==> config.mk <==
export PLATFORM = sky130hd
export DESIGN_NAME = bpc_correction
export DESIGN_NICKNAME = d
export VERILOG_FILES = /design/src/hw/rtl/bpc_pkg.sv /design/src/hw/rtl/bpc_correction.sv
export SDC_FILE = /design/constraint.sdc
export NUM_CORES = 2
export LEC_CHECK = 0
export ABC_AREA = 1
export CORE_ASPECT_RATIO = 2
export CORE_UTILIZATION = 35
export CTS_BUF_LIST = sky130_fd_sc_hd__clkbuf_4 sky130_fd_sc_hd__clkbuf_8 sky130_fd_sc_hd__clkbuf_16
export CTS_CLUSTER_DIAMETER = 100
export CTS_CLUSTER_SIZE = 40
export DETAILED_ROUTE_END_ITERATION = 8
export DONT_BUFFER_PORTS = 1
export PLACE_DENSITY_LB_ADDON = 0.15
export SLEW_MARGIN = 10
export SYNTH_ARGS = -nofsm -noshare
export SYNTH_HDL_FRONTEND = slang
export SYNTH_SLANG_ARGS = --single-unit
==> constraint.sdc <==
create_clock -name clk_i -period 34.4 [get_ports clk_i]
set_input_delay 5.16 -clock clk_i [delete_from_list [all_inputs] [get_ports clk_i]]
set_output_delay 5.16 -clock clk_i [all_outputs]
set_load 0.03 [all_outputs]
==> src/hw/rtl/bpc_pkg.sv <==
// ----------------------------------------------------------------------------
// bpc_pkg
// Shared widths, constants, register codes and stage payload types for the
// barometric pressure / temperature compensation pipeline.
// ----------------------------------------------------------------------------
`timescale 1ns / 1ps

package bpc_pkg;

  // Field widths
  localparam int RAW_W      = 24;
  localparam int COEF_W     = 16;
  localparam int CFG_IDX_W  = 3;
  localparam int TEMP_OUT_W = 15;
  localparam int PRES_OUT_W = 17;

  // Internal widths, sized to the value ranges of each term
  localparam int DT_W    = 25;  // D2 - C5*256
  localparam int MUL_W   = 42;  // dT times a coefficient
  localparam int SQD_W   = 50;  // dT squared
  localparam int T1_W    = 19;  // first-order temperature, deviation, cold term
  localparam int SQP_W   = 38;  // square of a T1_W value
  localparam int SQ_W    = 35;  // squares kept
  localparam int T2_W    = 18;
  localparam int OFF_W   = 37;
  localparam int SENS_W  = 36;
  localparam int TF_W    = 20;  // corrected temperature
  localparam int OFF2_W  = 40;
  localparam int SENS2_W = 39;
  localparam int OFFF_W  = 41;
  localparam int SENSF_W = 40;
  localparam int SPLIT_W = 20;  // low slice of SENS for the split multiply
  localparam int PL_W    = 44;
  localparam int PH_W    = 45;
  localparam int PROD_W  = 64;
  localparam int DIFF_W  = 44;
  localparam int PRAW_W  = 29;

  // Shift amounts (all arithmetic, floor)
  localparam int SH_TEMP = 23;
  localparam int SH_OFF  = 6;
  localparam int SH_SENS = 7;
  localparam int SH_T2   = 31;
  localparam int SH_OFF2 = 4;
  localparam int SH_P1   = 21;
  localparam int SH_P2   = 15;

  // Scheme constants
  localparam int TEMP_BASE = 2000;
  localparam int COLD_OFS  = 3500;   // (TEMP + 1500) expressed from TEMP - 2000
  localparam int COLD_LIM  = -3500;  // TEMP < -1500 expressed on TEMP - 2000
  localparam int K_OFF2    = 61;
  localparam int K_OFF2C   = 15;
  localparam int SH_SENS2  = 1;      // 2 * sq
  localparam int SH_SENS2C = 3;      // 8 * csq

  // Output ranges
  localparam int TEMP_MIN = -4000;
  localparam int TEMP_MAX = 8500;
  localparam int PRES_MAX = 131071;

  typedef enum logic [CFG_IDX_W-1:0] {
    REG_SENS  = 3'd0,
    REG_OFF   = 3'd1,
    REG_TCS   = 3'd2,
    REG_TCO   = 3'd3,
    REG_TREF  = 3'd4,
    REG_TSENS = 3'd5
  } cfg_reg_e;

  typedef struct packed {
    logic [COEF_W-1:0] sens;
    logic [COEF_W-1:0] off;
    logic [COEF_W-1:0] tcs;
    logic [COEF_W-1:0] tco;
    logic [COEF_W-1:0] tref;
    logic [COEF_W-1:0] tsens;
  } coef_t;

  // Payload between first-order section and correction section
  typedef struct packed {
    logic [RAW_W-1:0]         d1;
    logic signed [T1_W-1:0]   temp;
    logic [T2_W-1:0]          t2;
    logic signed [OFF_W-1:0]  off;
    logic signed [SENS_W-1:0] sens;
    logic [SQ_W-1:0]          sq;
    logic [SQ_W-1:0]          csq;
    logic                     low_temp;
    logic                     cold_temp;
  } mid_t;

  // Payload from correction section to output stage
  typedef struct packed {
    logic signed [TF_W-1:0]   temp_f;
    logic signed [PRAW_W-1:0] pres_raw;
  } corr_t;

endpackage

==> src/hw/rtl/bpc_correction.sv <==
// ----------------------------------------------------------------------------
// bpc_correction
// Five stages: second-order terms, corrected OFF/SENS, split D1*SENS
// multiply, product sum, pressure shift.
// ----------------------------------------------------------------------------
`timescale 1ns / 1ps

module bpc_correction (
  input  logic            clk_i,
  input  logic            rst_ni,
  input  logic            in_valid_i,
  output logic            in_ready_o,
  input  bpc_pkg::mid_t   in_data_i,
  output logic            out_valid_o,
  input  logic            out_ready_i,
  output bpc_pkg::corr_t  out_data_o
);
  import bpc_pkg::*;

  localparam int NST = 5;

  logic [NST-1:0] vld_q;
  logic [NST-1:0] vld_d;
  logic [NST-1:0] adv;

  always_comb begin
    adv[NST-1] = !vld_q[NST-1] || out_ready_i;
    for (int k = NST - 2; k >= 0; k--) begin
      adv[k] = !vld_q[k] || adv[k+1];
    end
  end

  assign vld_d = {vld_q[NST-2:0], in_valid_i};

  always_ff @(posedge clk_i or negedge rst_ni) begin
    if (!rst_ni) begin
      vld_q <= '0;
    end else begin
      for (int k = 0; k < NST; k++) begin
        if (adv[k]) begin
          vld_q[k] <= vld_d[k];
        end
      end
    end
  end

  assign in_ready_o  = adv[0];
  assign out_valid_o = vld_q[NST-1];

  // ---- stage 5: OFF2, SENS2, TEMP - T2 ----
  logic [OFF2_W-1:0]  off2_a, off2_b, off2_d;
  logic [SENS2_W-1:0] sens2_d;
  logic signed [TF_W-1:0] tf_d;

  assign off2_a = (OFF2_W'(in_data_i.sq) * OFF2_W'(K_OFF2)) >> SH_OFF2;
  assign off2_b = OFF2_W'(in_data_i.csq) * OFF2_W'(K_OFF2C);

  always_comb begin
    off2_d  = '0;
    sens2_d = '0;
    tf_d    = TF_W'(in_data_i.temp);
    if (in_data_i.low_temp) begin
      off2_d  = off2_a;
      sens2_d = SENS2_W'(in_data_i.sq) << SH_SENS2;
      tf_d    = TF_W'(in_data_i.temp) - $signed({2'b00, in_data_i.t2});
      if (in_data_i.cold_temp) begin
        off2_d  = off2_a + off2_b;
        sens2_d = (SENS2_W'(in_data_i.sq) << SH_SENS2)
                + (SENS2_W'(in_data_i.csq) << SH_SENS2C);
      end
    end
  end

  logic [RAW_W-1:0]         d1_s5_q;
  logic signed [TF_W-1:0]   tf_s5_q;
  logic signed [OFF_W-1:0]  off_s5_q;
  logic signed [SENS_W-1:0] sens_s5_q;
  logic [OFF2_W-1:0]        off2_s5_q;
  logic [SENS2_W-1:0]       sens2_s5_q;

  always_ff @(posedge clk_i) begin
    if (adv[0]) begin
      d1_s5_q    <= in_data_i.d1;
      tf_s5_q    <= tf_d;
      off_s5_q   <= in_data_i.off;
      sens_s5_q  <= in_data_i.sens;
      off2_s5_q  <= off2_d;
      sens2_s5_q <= sens2_d;
    end
  end

  // ---- stage 6: corrected OFF and SENS ----
  logic [RAW_W-1:0]          d1_s6_q;
  logic signed [TF_W-1:0]    tf_s6_q;
  logic signed [OFFF_W-1:0]  offf_s6_q;
  logic signed [SENSF_W-1:0] sensf_s6_q;

  always_ff @(posedge clk_i) begin
    if (adv[1]) begin
      d1_s6_q    <= d1_s5_q;
      tf_s6_q    <= tf_s5_q;
      offf_s6_q  <= OFFF_W'(off_s5_q) - $signed({1'b0, off2_s5_q});
      sensf_s6_q <= SENSF_W'(sens_s5_q) - $signed({1'b0, sens2_s5_q});
    end
  end

  // ---- stage 7: D1 * SENS as two partial products ----
  logic [PL_W-1:0]          pl_d;
  logic signed [PH_W-1:0]   ph_d;
  logic signed [TF_W-1:0]   tf_s7_q;
  logic signed [OFFF_W-1:0] offf_s7_q;
  logic [PL_W-1:0]          pl_s7_q;
  logic signed [PH_W-1:0]   ph_s7_q;

  assign pl_d = PL_W'(d1_s6_q) * PL_W'(sensf_s6_q[SPLIT_W-1:0]);
  assign ph_d = PH_W'($signed({1'b0, d1_s6_q}))
              * PH_W'($signed(sensf_s6_q[SENSF_W-1:SPLIT_W]));

  always_ff @(posedge clk_i) begin
    if (adv[2]) begin
      tf_s7_q   <= tf_s6_q;
      offf_s7_q <= offf_s6_q;
      pl_s7_q   <= pl_d;
      ph_s7_q   <= ph_d;
    end
  end

  // ---- stage 8: recombine ----
  logic signed [TF_W-1:0]   tf_s8_q;
  logic signed [OFFF_W-1:0] offf_s8_q;
  logic signed [PROD_W-1:0] prod_s8_q;

  always_ff @(posedge clk_i) begin
    if (adv[3]) begin
      tf_s8_q   <= tf_s7_q;
      offf_s8_q <= offf_s7_q;
      prod_s8_q <= (PROD_W'(ph_s7_q) <<< SPLIT_W) + $signed(PROD_W'(pl_s7_q));
    end
  end

  // ---- stage 9: P = ((D1*SENS >> 21) - OFF) >> 15 ----
  logic signed [DIFF_W-1:0] diff;
  corr_t corr_q;

  assign diff = DIFF_W'($signed(prod_s8_q[PROD_W-1:SH_P1])) - DIFF_W'(offf_s8_q);

  always_ff @(posedge clk_i) begin
    if (adv[4]) begin
      corr_q.temp_f   <= tf_s8_q;
      corr_q.pres_raw <= $signed(diff[DIFF_W-1:SH_P2]);
    end
  end

  assign out_data_o = corr_q;

endmodule

==> results.toml <==
[placed_design]
globalplace.congestion = 1.00
hpwl_um = 238000
place_inst = 11900
io_buffers = 0

[worst_setup_path]
crit_buf_inv = 3
critPathTopFamily = "simple AND/OR/NAND/NOR gates"
crit_chain = "nor2_1, inv_2, nor2_1, inv_4, nor2_1, inv_6, nor2_1, nand2_4"
critPathSlowestCell = "nor2_1"
required_ns = 29.24
cp_common_cell = "nor2_1"
crit_type = "in -> out"
max_stage_delay_ns = 0.46
worst_setup_path_end_kind = "output port"
cp_max_fo = 73
critPathArrivalTime_ns = 7.08
worstSetupStartpointType = "primary input"

[floorplanning]
rows = 241
dieArea_sq_mm = 0.219
dieWidth_um = 332
core_area_sq_mm = 0.216
die_h_um = 662
io_pins = 261
initial_utilization_pct = 35.3

[grt]
grt_max_degree = 92
grt_pass1_wl_um = 412000
antenna_found_initial = 19
grt-ovfl-total = 0
grt_pass1_vias = 65000
grtUsageTotal_pct = 25.9

[cells_and_area]
nets = 11000
area_growth_pct = 5.83
layoutNonFillerInstCount = 12000
drive_above_1_share_pct = 2.17

[yosys]
ys_ff_latch = 607
seq_area_frac_synth_pct = 23.9
netlist_area_sq_mm = 0.0761
synth_top_cell_by_area = "fa_1"
synthTopCellsByCount = "2374 x nand2_1, 2130 x inv_1, 989 x fa_1, 654 x nor2_1, 645 x ha_1"
synth.area.top_cells = "fa_1 26%, edfxtp_1 24%, nand2_1 12%"
yosysMostFrequentCell = "nand2_1"
ys_warn_count = 0
syn-num-nets = 11100
synth_flop_cell = "edfxtp_1"
ys_types = 58
syn_inst = 9277
synth-edff-count = 602
yosysTopAreaCellShare_pct = 26.0
ys_async_sr_fraction_pct = 0.824
avgSynthCellArea_sq_um = 8.21

[clock_tree]
tritoncts = "done"
holdBufCountCts = 0
cts_buffers = 26
cts_resized = 0
clk_latency_ns = 0.76
clkSlewWorstSetupHoldPaths_ns = 0.14
cts_sinks = 607
cts_buffer_depth = 3
htreeDepth = 1
cts_setup_buffers = 0
ctsRootBufferMaster = "clkbuf_16"

[routing]
viasPerCell = 5.01
vias = 60200
drc = 0
drtAntennaViolNets = 0
first_pass_iters = 6
drtIter0Drc = 3183
drt_wl_total_um = 285000
drt-wirelength-per-cell_um = 23.7

[timing]
fin_skew_ns = 0.0762
fin_crit_sh_pct = 35.6
slew_headroom_pct = 13.7
final-hold-violation-count = 0
setup_viol = 0
max_slew.worst_pin.slew_ns = 1.29
period_minus_slack_ns = 12.24
drv_slew = 0
setup-tns-final_ns = 0
max_freq_mhz = 81.7
holdWs_ns = 0.401
rsz0062_at_grt = "false"

[flow_run]
maxCapViolCount = 0

[status]
status = "finished clean"

[hold_path]
hp-class = "reg -> reg"
==> per-stage QoR <==
step | worst slack [ns] | utilization, % | instance area, sq um
finish | 22.16 | 37.3 | 80600
global route | 21.97 | 37.3 | 80500
CTS | 22.08 | 37.3 | 80500
detailed placement | 22.08 | 36.8 | 79500
global placement | 21.97 | 36.8 | 79500
floorplan | 13.58 | - | 76100
==> kinds of logic (layout without fill, tap and decap cells) <==
family,count (synthesis),in the layout,synth area share [%]
XOR/XNOR,202,202,2.32
AO/OA/AOI/OAI,947,947,6.86
adder cells (fa/ha/maj),1634,1634,36.6
buffers and inverters,2333,2257,11.5
other,0,14,0
AND/OR/NAND/NOR,3554,3554,18.8
flip-flops,607,607,23.9
==> final timing paths <==
kind / cells past startpoint / startpoint / endpoint / slack, ns
min reg2reg: 0 / tf_s5_q[8]$_DFFE_PP_ / tf_s6_q[8]$_DFFE_PP_ / 0.40
max: 8 / out_ready_i / in_ready_o / 22.16
min in group asynchronous: 0 / rst_ni / vld_q[4]$_DFFE_PN0P_ / 4.07
min: 0 / tf_s5_q[8]$_DFFE_PP_ / tf_s6_q[8]$_DFFE_PP_ / 0.40
max reg2reg: 22 / sensf_s6_q[22]$_DFFE_PP_ / ph_s7_q[36]$_DFFE_PP_ / 26.38
max in group asynchronous: 0 / rst_ni / vld_q[1]$_DFFE_PN0P_ / 30.22
==> sequential cells by signal, summed over array words and instances (netlist names), 40 cells and up <==
register	cells
out_data_o	49
offf_s6_q	41
sensf_s6_q	40
ph_s7_q	44
offf_s7_q	41
off2_s5_q	40
prod_s8_q	43
offf_s8_q	41
==> metal layers <==
| metal | routed length (um) | part of all wire [%] | global-route usage (%) |
|---|---|---|---|
| met5 | 35 | 0.012 | 0 |
| met4 | 26200 | 9.2 | 20.5 |
| met3 | 10500 | 3.7 | 2.90 |
| met2 | 160000 | 56 | 52.0 |
| met1 | 88300 | 31 | 22.8 |
==> layout make-up <==
cell class,count,area (sq um)
antenna,14,35.0
clock buffer,32,696
clock inverter,16,367
fill,22700,135000
inverter,2135,8030
multi-input combinational,6337,49200
sequential,607,18200
tap,2794,3500
timing repair buffer,74,568
==> cells in the final DEF (no fill, tap or decap), types with 6 or more instances in the layout <==
cell type  count
or2_2         24
nor2_1       653
inv_1       2126
a31oi_1       13
ha_1         645
nand4_1       61
a21oi_1      484
o21a_1        31
a21boi_0      14
edfxtp_1     602
a211oi_1      12
a21o_1        44
nand2_1     2373
and3_1         8
and2_1         9
nor4_1        10
clkinv_16      9
buf_4         73
o21ai_2       10
diode_2       14
fa_1         989
o21ai_1        9
xor2_1       141
clkbuf_16     26
nand3_1      286
nand3_2        6
o21bai_1      34
clkbuf_4       6
nand2_2       11
nor3_1        79
o21ai_0      271
xnor2_1       61
nand3b_1      14
Power is not shown: default switching activity piles up to over one toggle a cycle in this logic, so the estimate is an artifact.
