### config.mk
export PLATFORM = sky130hd
export DESIGN_NAME = bpc_cfg_regs
export DESIGN_NICKNAME = d
export VERILOG_FILES = /design/src/hw/rtl/bpc_pkg.sv /design/src/hw/rtl/bpc_cfg_regs.sv
export SDC_FILE = /design/constraint.sdc
export NUM_CORES = 1
export LEC_CHECK = 0
export BUFFER_PORTS_ARGS = -buffer_cell sky130_fd_sc_hd__buf_2
export CAP_MARGIN = 30
export CORE_MARGIN = 4
export CORE_UTILIZATION = 38
export CTS_CLUSTER_DIAMETER = 120
export DETAILED_ROUTE_END_ITERATION = 16
export PLACE_DENSITY = 0.63
export RECOVER_POWER = 25
export SLEW_MARGIN = 20
export SYNTH_ARGS = -nofsm -noshare
export SYNTH_HDL_FRONTEND = slang
export SYNTH_SLANG_ARGS = --single-unit
### constraint.sdc
create_clock -name clk_i -period 0.85 [get_ports clk_i]
set_input_delay 0.1275 -clock clk_i [delete_from_list [all_inputs] [get_ports clk_i]]
set_output_delay 0.1275 -clock clk_i [all_outputs]
set_load 0.1 [all_outputs]
### src/hw/rtl/bpc_pkg.sv
// ----------------------------------------------------------------------------
// bpc_pkg
// Shared widths, constants, register codes and stage payload types for the
// barometric pressure / temperature compensation pipeline.
// ----------------------------------------------------------------------------
`timescale 1ns / 1ps

package bpc_pkg;

  // Field widths
  localparam int RAW_W      = 24;
  localparam int COEF_W     = 16;
  localparam int CFG_IDX_W  = 3;
  localparam int TEMP_OUT_W = 15;
  localparam int PRES_OUT_W = 17;

  // Internal widths, sized to the value ranges of each term
  localparam int DT_W    = 25;  // D2 - C5*256
  localparam int MUL_W   = 42;  // dT times a coefficient
  localparam int SQD_W   = 50;  // dT squared
  localparam int T1_W    = 19;  // first-order temperature, deviation, cold term
  localparam int SQP_W   = 38;  // square of a T1_W value
  localparam int SQ_W    = 35;  // squares kept
  localparam int T2_W    = 18;
  localparam int OFF_W   = 37;
  localparam int SENS_W  = 36;
  localparam int TF_W    = 20;  // corrected temperature
  localparam int OFF2_W  = 40;
  localparam int SENS2_W = 39;
  localparam int OFFF_W  = 41;
  localparam int SENSF_W = 40;
  localparam int SPLIT_W = 20;  // low slice of SENS for the split multiply
  localparam int PL_W    = 44;
  localparam int PH_W    = 45;
  localparam int PROD_W  = 64;
  localparam int DIFF_W  = 44;
  localparam int PRAW_W  = 29;

  // Shift amounts (all arithmetic, floor)
  localparam int SH_TEMP = 23;
  localparam int SH_OFF  = 6;
  localparam int SH_SENS = 7;
  localparam int SH_T2   = 31;
  localparam int SH_OFF2 = 4;
  localparam int SH_P1   = 21;
  localparam int SH_P2   = 15;

  // Scheme constants
  localparam int TEMP_BASE = 2000;
  localparam int COLD_OFS  = 3500;   // (TEMP + 1500) expressed from TEMP - 2000
  localparam int COLD_LIM  = -3500;  // TEMP < -1500 expressed on TEMP - 2000
  localparam int K_OFF2    = 61;
  localparam int K_OFF2C   = 15;
  localparam int SH_SENS2  = 1;      // 2 * sq
  localparam int SH_SENS2C = 3;      // 8 * csq

  // Output ranges
  localparam int TEMP_MIN = -4000;
  localparam int TEMP_MAX = 8500;
  localparam int PRES_MAX = 131071;

  typedef enum logic [CFG_IDX_W-1:0] {
    REG_SENS  = 3'd0,
    REG_OFF   = 3'd1,
    REG_TCS   = 3'd2,
    REG_TCO   = 3'd3,
    REG_TREF  = 3'd4,
    REG_TSENS = 3'd5
  } cfg_reg_e;

  typedef struct packed {
    logic [COEF_W-1:0] sens;
    logic [COEF_W-1:0] off;
    logic [COEF_W-1:0] tcs;
    logic [COEF_W-1:0] tco;
    logic [COEF_W-1:0] tref;
    logic [COEF_W-1:0] tsens;
  } coef_t;

  // Payload between first-order section and correction section
  typedef struct packed {
    logic [RAW_W-1:0]         d1;
    logic signed [T1_W-1:0]   temp;
    logic [T2_W-1:0]          t2;
    logic signed [OFF_W-1:0]  off;
    logic signed [SENS_W-1:0] sens;
    logic [SQ_W-1:0]          sq;
    logic [SQ_W-1:0]          csq;
    logic                     low_temp;
    logic                     cold_temp;
  } mid_t;

  // Payload from correction section to output stage
  typedef struct packed {
    logic signed [TF_W-1:0]   temp_f;
    logic signed [PRAW_W-1:0] pres_raw;
  } corr_t;

endpackage

### src/hw/rtl/bpc_cfg_regs.sv
// ----------------------------------------------------------------------------
// bpc_cfg_regs
// Calibration word register file, write only.
// ----------------------------------------------------------------------------
`timescale 1ns / 1ps

module bpc_cfg_regs (
  input  logic                           clk_i,
  input  logic                           rst_ni,
  input  logic                           cfg_we_i,
  input  logic [bpc_pkg::CFG_IDX_W-1:0]  cfg_idx_i,
  input  logic [bpc_pkg::COEF_W-1:0]     cfg_wdata_i,
  output bpc_pkg::coef_t                 coef_o
);
  import bpc_pkg::*;

  coef_t coef_q;
  coef_t coef_d;

  always_comb begin
    coef_d = coef_q;
    if (cfg_we_i) begin
      case (cfg_reg_e'(cfg_idx_i))
        REG_SENS:  coef_d.sens  = cfg_wdata_i;
        REG_OFF:   coef_d.off   = cfg_wdata_i;
        REG_TCS:   coef_d.tcs   = cfg_wdata_i;
        REG_TCO:   coef_d.tco   = cfg_wdata_i;
        REG_TREF:  coef_d.tref  = cfg_wdata_i;
        REG_TSENS: coef_d.tsens = cfg_wdata_i;
        default:   coef_d = coef_q;  // unused indexes are dropped
      endcase
    end
  end

  always_ff @(posedge clk_i or negedge rst_ni) begin
    if (!rst_ni) begin
      coef_q <= '0;
    end else begin
      coef_q <= coef_d;
    end
  end

  assign coef_o = coef_q;

endmodule

==> results of run 1 <==
## repair_timing
action | 4_1_cts | 5_1_grt
buffers inserted | 25 | 22
hold buffers | 1 | 0
gates cloned | 2 | 0
gates resized for setup | 60 | 29
hold endpoints to repair | 96 | 0
pin swaps | 3 | 1
setup endpoints to repair | 163 | 171
## placed cells by master, fill, tap and decap left out, types with 2 or more instances in the layout
master	n
dfrtp_1	9
buf_12	106
nand4b_2	2
mux2_4	78
buf_2	17
mux2_2	18
buf_6	30
and4bb_4	2
clkbuf_8	10
buf_4	4
buf_8	4
dfrtp_4	27
clkinvlp_4	3
dfrtp_2	60
## path summary, 6_finish.rpt
kind / start / endpoint / slack (ps) / depth (start not counted)
setup / recovery: coef_o[49] / coef_o[49] / -320 / 1
hold / removal: cfg_wdata_i[8] / coef_o[24] / 70 / 2
setup reg to reg: coef_o[68] / coef_o[68] / -150 / 2
hold reg to reg: coef_o[37] / coef_o[37] / 560 / 1
max in group asynchronous: rst_ni / coef_o[67] / 20 / 3
min in group asynchronous: rst_ni / coef_o[14] / 230 / 2
## power by group through the flow
stage                     combinational [W]  clock [W]  sequential, W
after global placement               0.0136          0        0.00711
after detailed placement             0.0137          0        0.00717
final                                0.0145    0.00279        0.00712
after global routing                 0.0148    0.00308        0.00725
after CTS                            0.0145    0.00287        0.00711
after floorplan                     0.00131          0         0.0140
## routing by layer
| layer | routed length (um) | vias up | track usage |
|---|---|---|---|
| met5 | 0 | - | 0 |
| met2 | 4808 | 89 | 0.2900 |
| met4 | 93 | 0 | 0.04718 |
| met3 | 756 | 10 | 0.05586 |
| li1 | - | 1068 | - |
| met1 | 4750 | 1242 | 0.2708 |
## kinds of logic (layout without fill, tap and decap cells)
| family | after synthesis | count (layout) | share of synthesized area |
|---|---|---|---|
| buffers and inverters | 10 | 180 | 0.02823 |
| flip-flops | 96 | 96 | 0.6531 |
| multiplexers | 96 | 96 | 0.2939 |
| AND/OR/NAND/NOR | 6 | 6 | 0.02483 |
## layout make-up
| type | count | area (um2) | area share |
|---|---|---|---|
| tap | 129 | 161.4 | 0.02282 |
| multi-input combinational | 102 | 1473 | 0.2082 |
| timing repair buffer | 164 | 2678 | 0.3786 |
| clock buffer | 11 | 141.4 | 0.01999 |
| sequential | 96 | 2579 | 0.3646 |
| clock inverter | 5 | 40.04 | 0.005662 |
## stage by stage
stage / total power, W / TNS [ps] / cell area [um2] / setup slack (ps)
after detailed placement: 0.02091 / -35760 / 6359 / -479.1
after global routing: 0.02517 / -36790 / 7072 / -358.6
after CTS: 0.02445 / -29170 / 6987 / -341.8
after floorplan: 0.01528 / -28710 / 4074 / -463.1
final: 0.02443 / -27980 / 7072 / -322.7
after global placement: 0.02074 / -33870 / 6359 / -432.8
==> metrics, run 1 <==
die width 106.4 um; synthesized area 3679 um2; Worst Setup End Kind output port; Data arrival, critical path 1050 ps; Setup CP Type reg2out; crit-path cells buf_12; total wire length 10,410 um; CTS tree done; initial antenna violation count 0; Fin. Hold Viols 0; Rows 35; PD cells 3454 nW/um2; Tcrit/Tclk final 1.380; Util after Layout 0.7581; Bufs and invs on worst path 1; ys async rst share 1.000; Ys Warns 0; Final HPWL DP 6960 um; Routed WL per cell 20.53 um; clk slew on worst S/H paths 100 ps; Sw Ratio 0.4764; count leader, synth dfrtp_1; Root Buffer clkbuf_8; CP delay by family, top flip-flops; GRT Resource Usage Total 0.1913; Relative slew margins 0.7146; number of global-route vias before repair 2,787; Worst Clk Skew 0 ps; Cell Count, Final, Fillers Out 507; total CTS buffers 9; max cap viols 0; Syn Inst Count 208; clock buffer depth 2; Comb power frac 0.594; DR pass1 iterations 4; die height 106.4 um; NumNets Final 395; # IOs 118; Area growth syn-to-layout 92.24%; Leak Pwr 3.136 nW; final antenna diode count 0; Hold/Removal Path Class in2reg; share of cells above drive strength 1 0.9683; number of fill cells 546; Final ANT Viol Nets 0; most frequent cells after synthesis dfrtp_1 (96), mux2_2 (95), buf_6 (7); Syn Nets 230; Peak VDD IR 1.854 mV; Clock power frac 0.114; Required @ worst endpoint 720 ps; vias per inst 4.751; Final setup viols 161; RSZ-0062 raised after global routing yes; core outline area 9328 um2; number of flops mapped to enable cells by yosys 0; Slew Viols, Final 0; die area 11,320 um2; worst stage delay on the critical path 510 ps; Sink Count 96; later-pin clock latency in the skew report 350 ps; switching power 0.01164 W; CP Launch Type flip-flop; register area share after synthesis 0.6531; Cell Int Power 0.01279 W; # placed instances 458; minimum clock period after layout 1173 ps; WHS 73.56 ps; 1st-iter DRT viols 30; first-pass GRT wire length 16,540 um; largest net degree at the start of global routing 44; share of the synthesized area in the top cell type 0.6531; fmax 0.8527 GHz; Top FF cell, synth dfrtp_1; Netlist cell types 10; via count 2,409; Worst Max-Slew Pin Slew 428.1 ps; number of port buffers 117; post-synthesis cell type with the largest combined area dfrtp_1; max FFs per register 96; Yosys reg bits 96; setup ws final -322.7 ps; grt total ovfl 0; Synth area leaders dfrtp_1 (65%), mux2_2 (29%), buf_6 (2.1%); power share of the sequential group 0.291; Initial Util 0.3944; Remaining DRCs 0; top fanout value on the critical path 2; number of H-tree levels 3; status finished with violations; failing checks negative setup slack; average cell area after synthesis 17.69 um2; final weighted congestion in routability-driven placement 0.7007; Crit-path slowest cell dfrtp_4
Note: power is estimated with default switching activity, not from simulation.
==> inputs of run 2 (changes only) <==
--- a/config.mk
+++ b/config.mk
@@ -12,7 +12,6 @@
 export CTS_CLUSTER_DIAMETER = 120
 export DETAILED_ROUTE_END_ITERATION = 16
 export PLACE_DENSITY = 0.63
-export RECOVER_POWER = 25
 export SLEW_MARGIN = 20
 export SYNTH_ARGS = -nofsm -noshare
 export SYNTH_HDL_FRONTEND = slang
==> run 2 against run 1 <==
The flow still finishes with violations (negative setup slack); via count unchanged; maximum frequency unchanged; power about the same; setup slack unchanged; cell area about the same; sequential share of layout area about the same; critical path depth unchanged; critical endpoint unchanged; highest routed layer unchanged.
==> metrics, run 2 (synthesis results as in run 1) <==
number of global-route vias before repair 2,787 (unchanged); NumNets Final 395 (unchanged); CP delay by family, top flip-flops (unchanged); largest net degree at the start of global routing 44 (unchanged); later-pin clock latency in the skew report 350 ps (about the same); crit-path cells buf_12 (unchanged); Final ANT Viol Nets 0 (unchanged); Tcrit/Tclk final 1.380 (unchanged); Util after Layout 0.7584 (was 0.7581); GRT Resource Usage Total 0.1913 (unchanged); number of H-tree levels 3 (unchanged); final weighted congestion in routability-driven placement 0.7007 (unchanged); Relative slew margins 0.8425 (was 0.7146); Final setup viols 161 (unchanged); Setup CP Type reg2out (unchanged); status finished with violations (unchanged); Sink Count 96 (unchanged); Rows 35 (unchanged); top fanout value on the critical path 2 (unchanged); Hold/Removal Path Class in2reg (unchanged); first-pass GRT wire length 16,540 um (unchanged); failing checks negative setup slack (unchanged); Fin. Hold Viols 0 (unchanged); Bufs and invs on worst path 1 (unchanged); WHS 73.56 ps (unchanged); via count 2,409 (unchanged); Slew Viols, Final 0 (unchanged); Routed WL per cell 20.53 um (about the same); RR Startpoint coef_o[68] (unchanged); number of port buffers 117 (unchanged); total wire length 10,410 um (about the same); Root Buffer clkbuf_8 (unchanged); Area growth syn-to-layout 92.31% (was 92.24%); worst stage delay on the critical path 510 ps (about the same); final antenna diode count 0 (unchanged); die width 106.4 um (unchanged); Worst Setup End Kind output port (unchanged); Required @ worst endpoint 720 ps (about the same); initial antenna violation count 0 (unchanged); total CTS buffers 9 (unchanged); 1st-iter DRT viols 30 (unchanged); Leak Pwr 3.136 nW (about the same); Data arrival, critical path 1050 ps (about the same); commonest cells after routing, fill and taps aside buf_12 (106), mux2_4 (78), dfrtp_2 (60) (unchanged); Initial Util 0.3944 (unchanged); Peak VDD IR 1.854 mV (unchanged); CP Launch Type flip-flop (unchanged); minimum clock period after layout 1173 ps (unchanged); clock buffer depth 2 (unchanged); max FFs per register 96 (unchanged); setup ws final -322.7 ps (unchanged); grt total ovfl 0 (unchanged); Crit-path slowest cell dfrtp_4 (unchanged); Worst Clk Skew 0 ps (unchanged); most common cell after layout, fill and taps aside buf_12 (unchanged); RSZ-0062 raised after global routing yes (unchanged); DR pass1 iterations 4 (unchanged); max cap viols 0 (unchanged); share of cells above drive strength 1 0.9683 (unchanged); vias per inst 4.751 (unchanged); CTS tree done (unchanged); HP Start cfg_wdata_i[8] (unchanged); Remaining DRCs 0 (unchanged); Final HPWL DP 6960 um (unchanged); PD cells 3453 nW/um2 (was 3454 nW/um2); die height 106.4 um (unchanged); CP startpoint coef_o[49] (unchanged); # IOs 118 (unchanged); die area 11,320 um2 (unchanged); fmax 0.8527 GHz (unchanged); Worst Max-Slew Pin Slew 236.2 ps (was 428.1 ps); core outline area 9328 um2 (unchanged); clk slew on worst S/H paths 100 ps (about the same)
[run 2: layout make-up]
cell class	instances	area (um2)
clock buffers	11	141.4
clock inverters	5	40.04
fillers	545	2253
multi-input cells	102	1473
flip-flops and latches	96	2579
well taps	129	161.4
repair buffers	164	2680
[run 2: repair_timing]
| action | in CTS | in global routing |
|---|---|---|
| buffers inserted | 25 | 22 |
| setup endpoints to repair | 163 | 171 |
| gates cloned | 2 | 0 |
| resized for setup | 60 | 29 |
| hold endpoints to repair | 96 | 0 |
| pin swaps | 3 | 1 |
| hold buffers | 1 | 0 |
[run 2: worst paths after layout]
path,depth (start not counted),slack (ps),to
setup / recovery,1,-320,coef_o[49]
hold / removal,2,70,coef_o[24]
setup reg to reg,2,-150,coef_o[68]
hold reg to reg,1,560,coef_o[37]
max in group asynchronous,3,170,coef_o[67]
min in group asynchronous,2,160,coef_o[14]
[run 2: layer usage]
layer | wire [um] | global-route usage | vias up
li1 | - | - | 1068
met1 | 4750 | 0.2708 | 1242
met2 | 4807 | 0.2900 | 89
met3 | 756 | 0.05586 | 10
met4 | 93 | 0.04718 | 0
met5 | 0 | 0 | -
[run 2: report_power, final]
group / switching, W / internal [W]
Combinational: 0.00878 / 0.00574
Sequential: 0.00123 / 0.00589
Clock: 0.00163 / 0.00116
Total: 0.0116 / 0.0128
[run 2: per-stage QoR]
step	std cells	setup TNS, ps	setup slack (ps)	instance area [um2]	total power, W
after floorplan	208	-28710	-463.1	4074	0.01528
after global placement	458	-33870	-432.8	6359	0.02074
after detailed placement	458	-35760	-479.1	6359	0.02091
after CTS	502	-29170	-341.8	6987	0.02445
after global routing	507	-32270	-358.6	7074	0.02517
final	507	-27980	-322.7	7074	0.02443
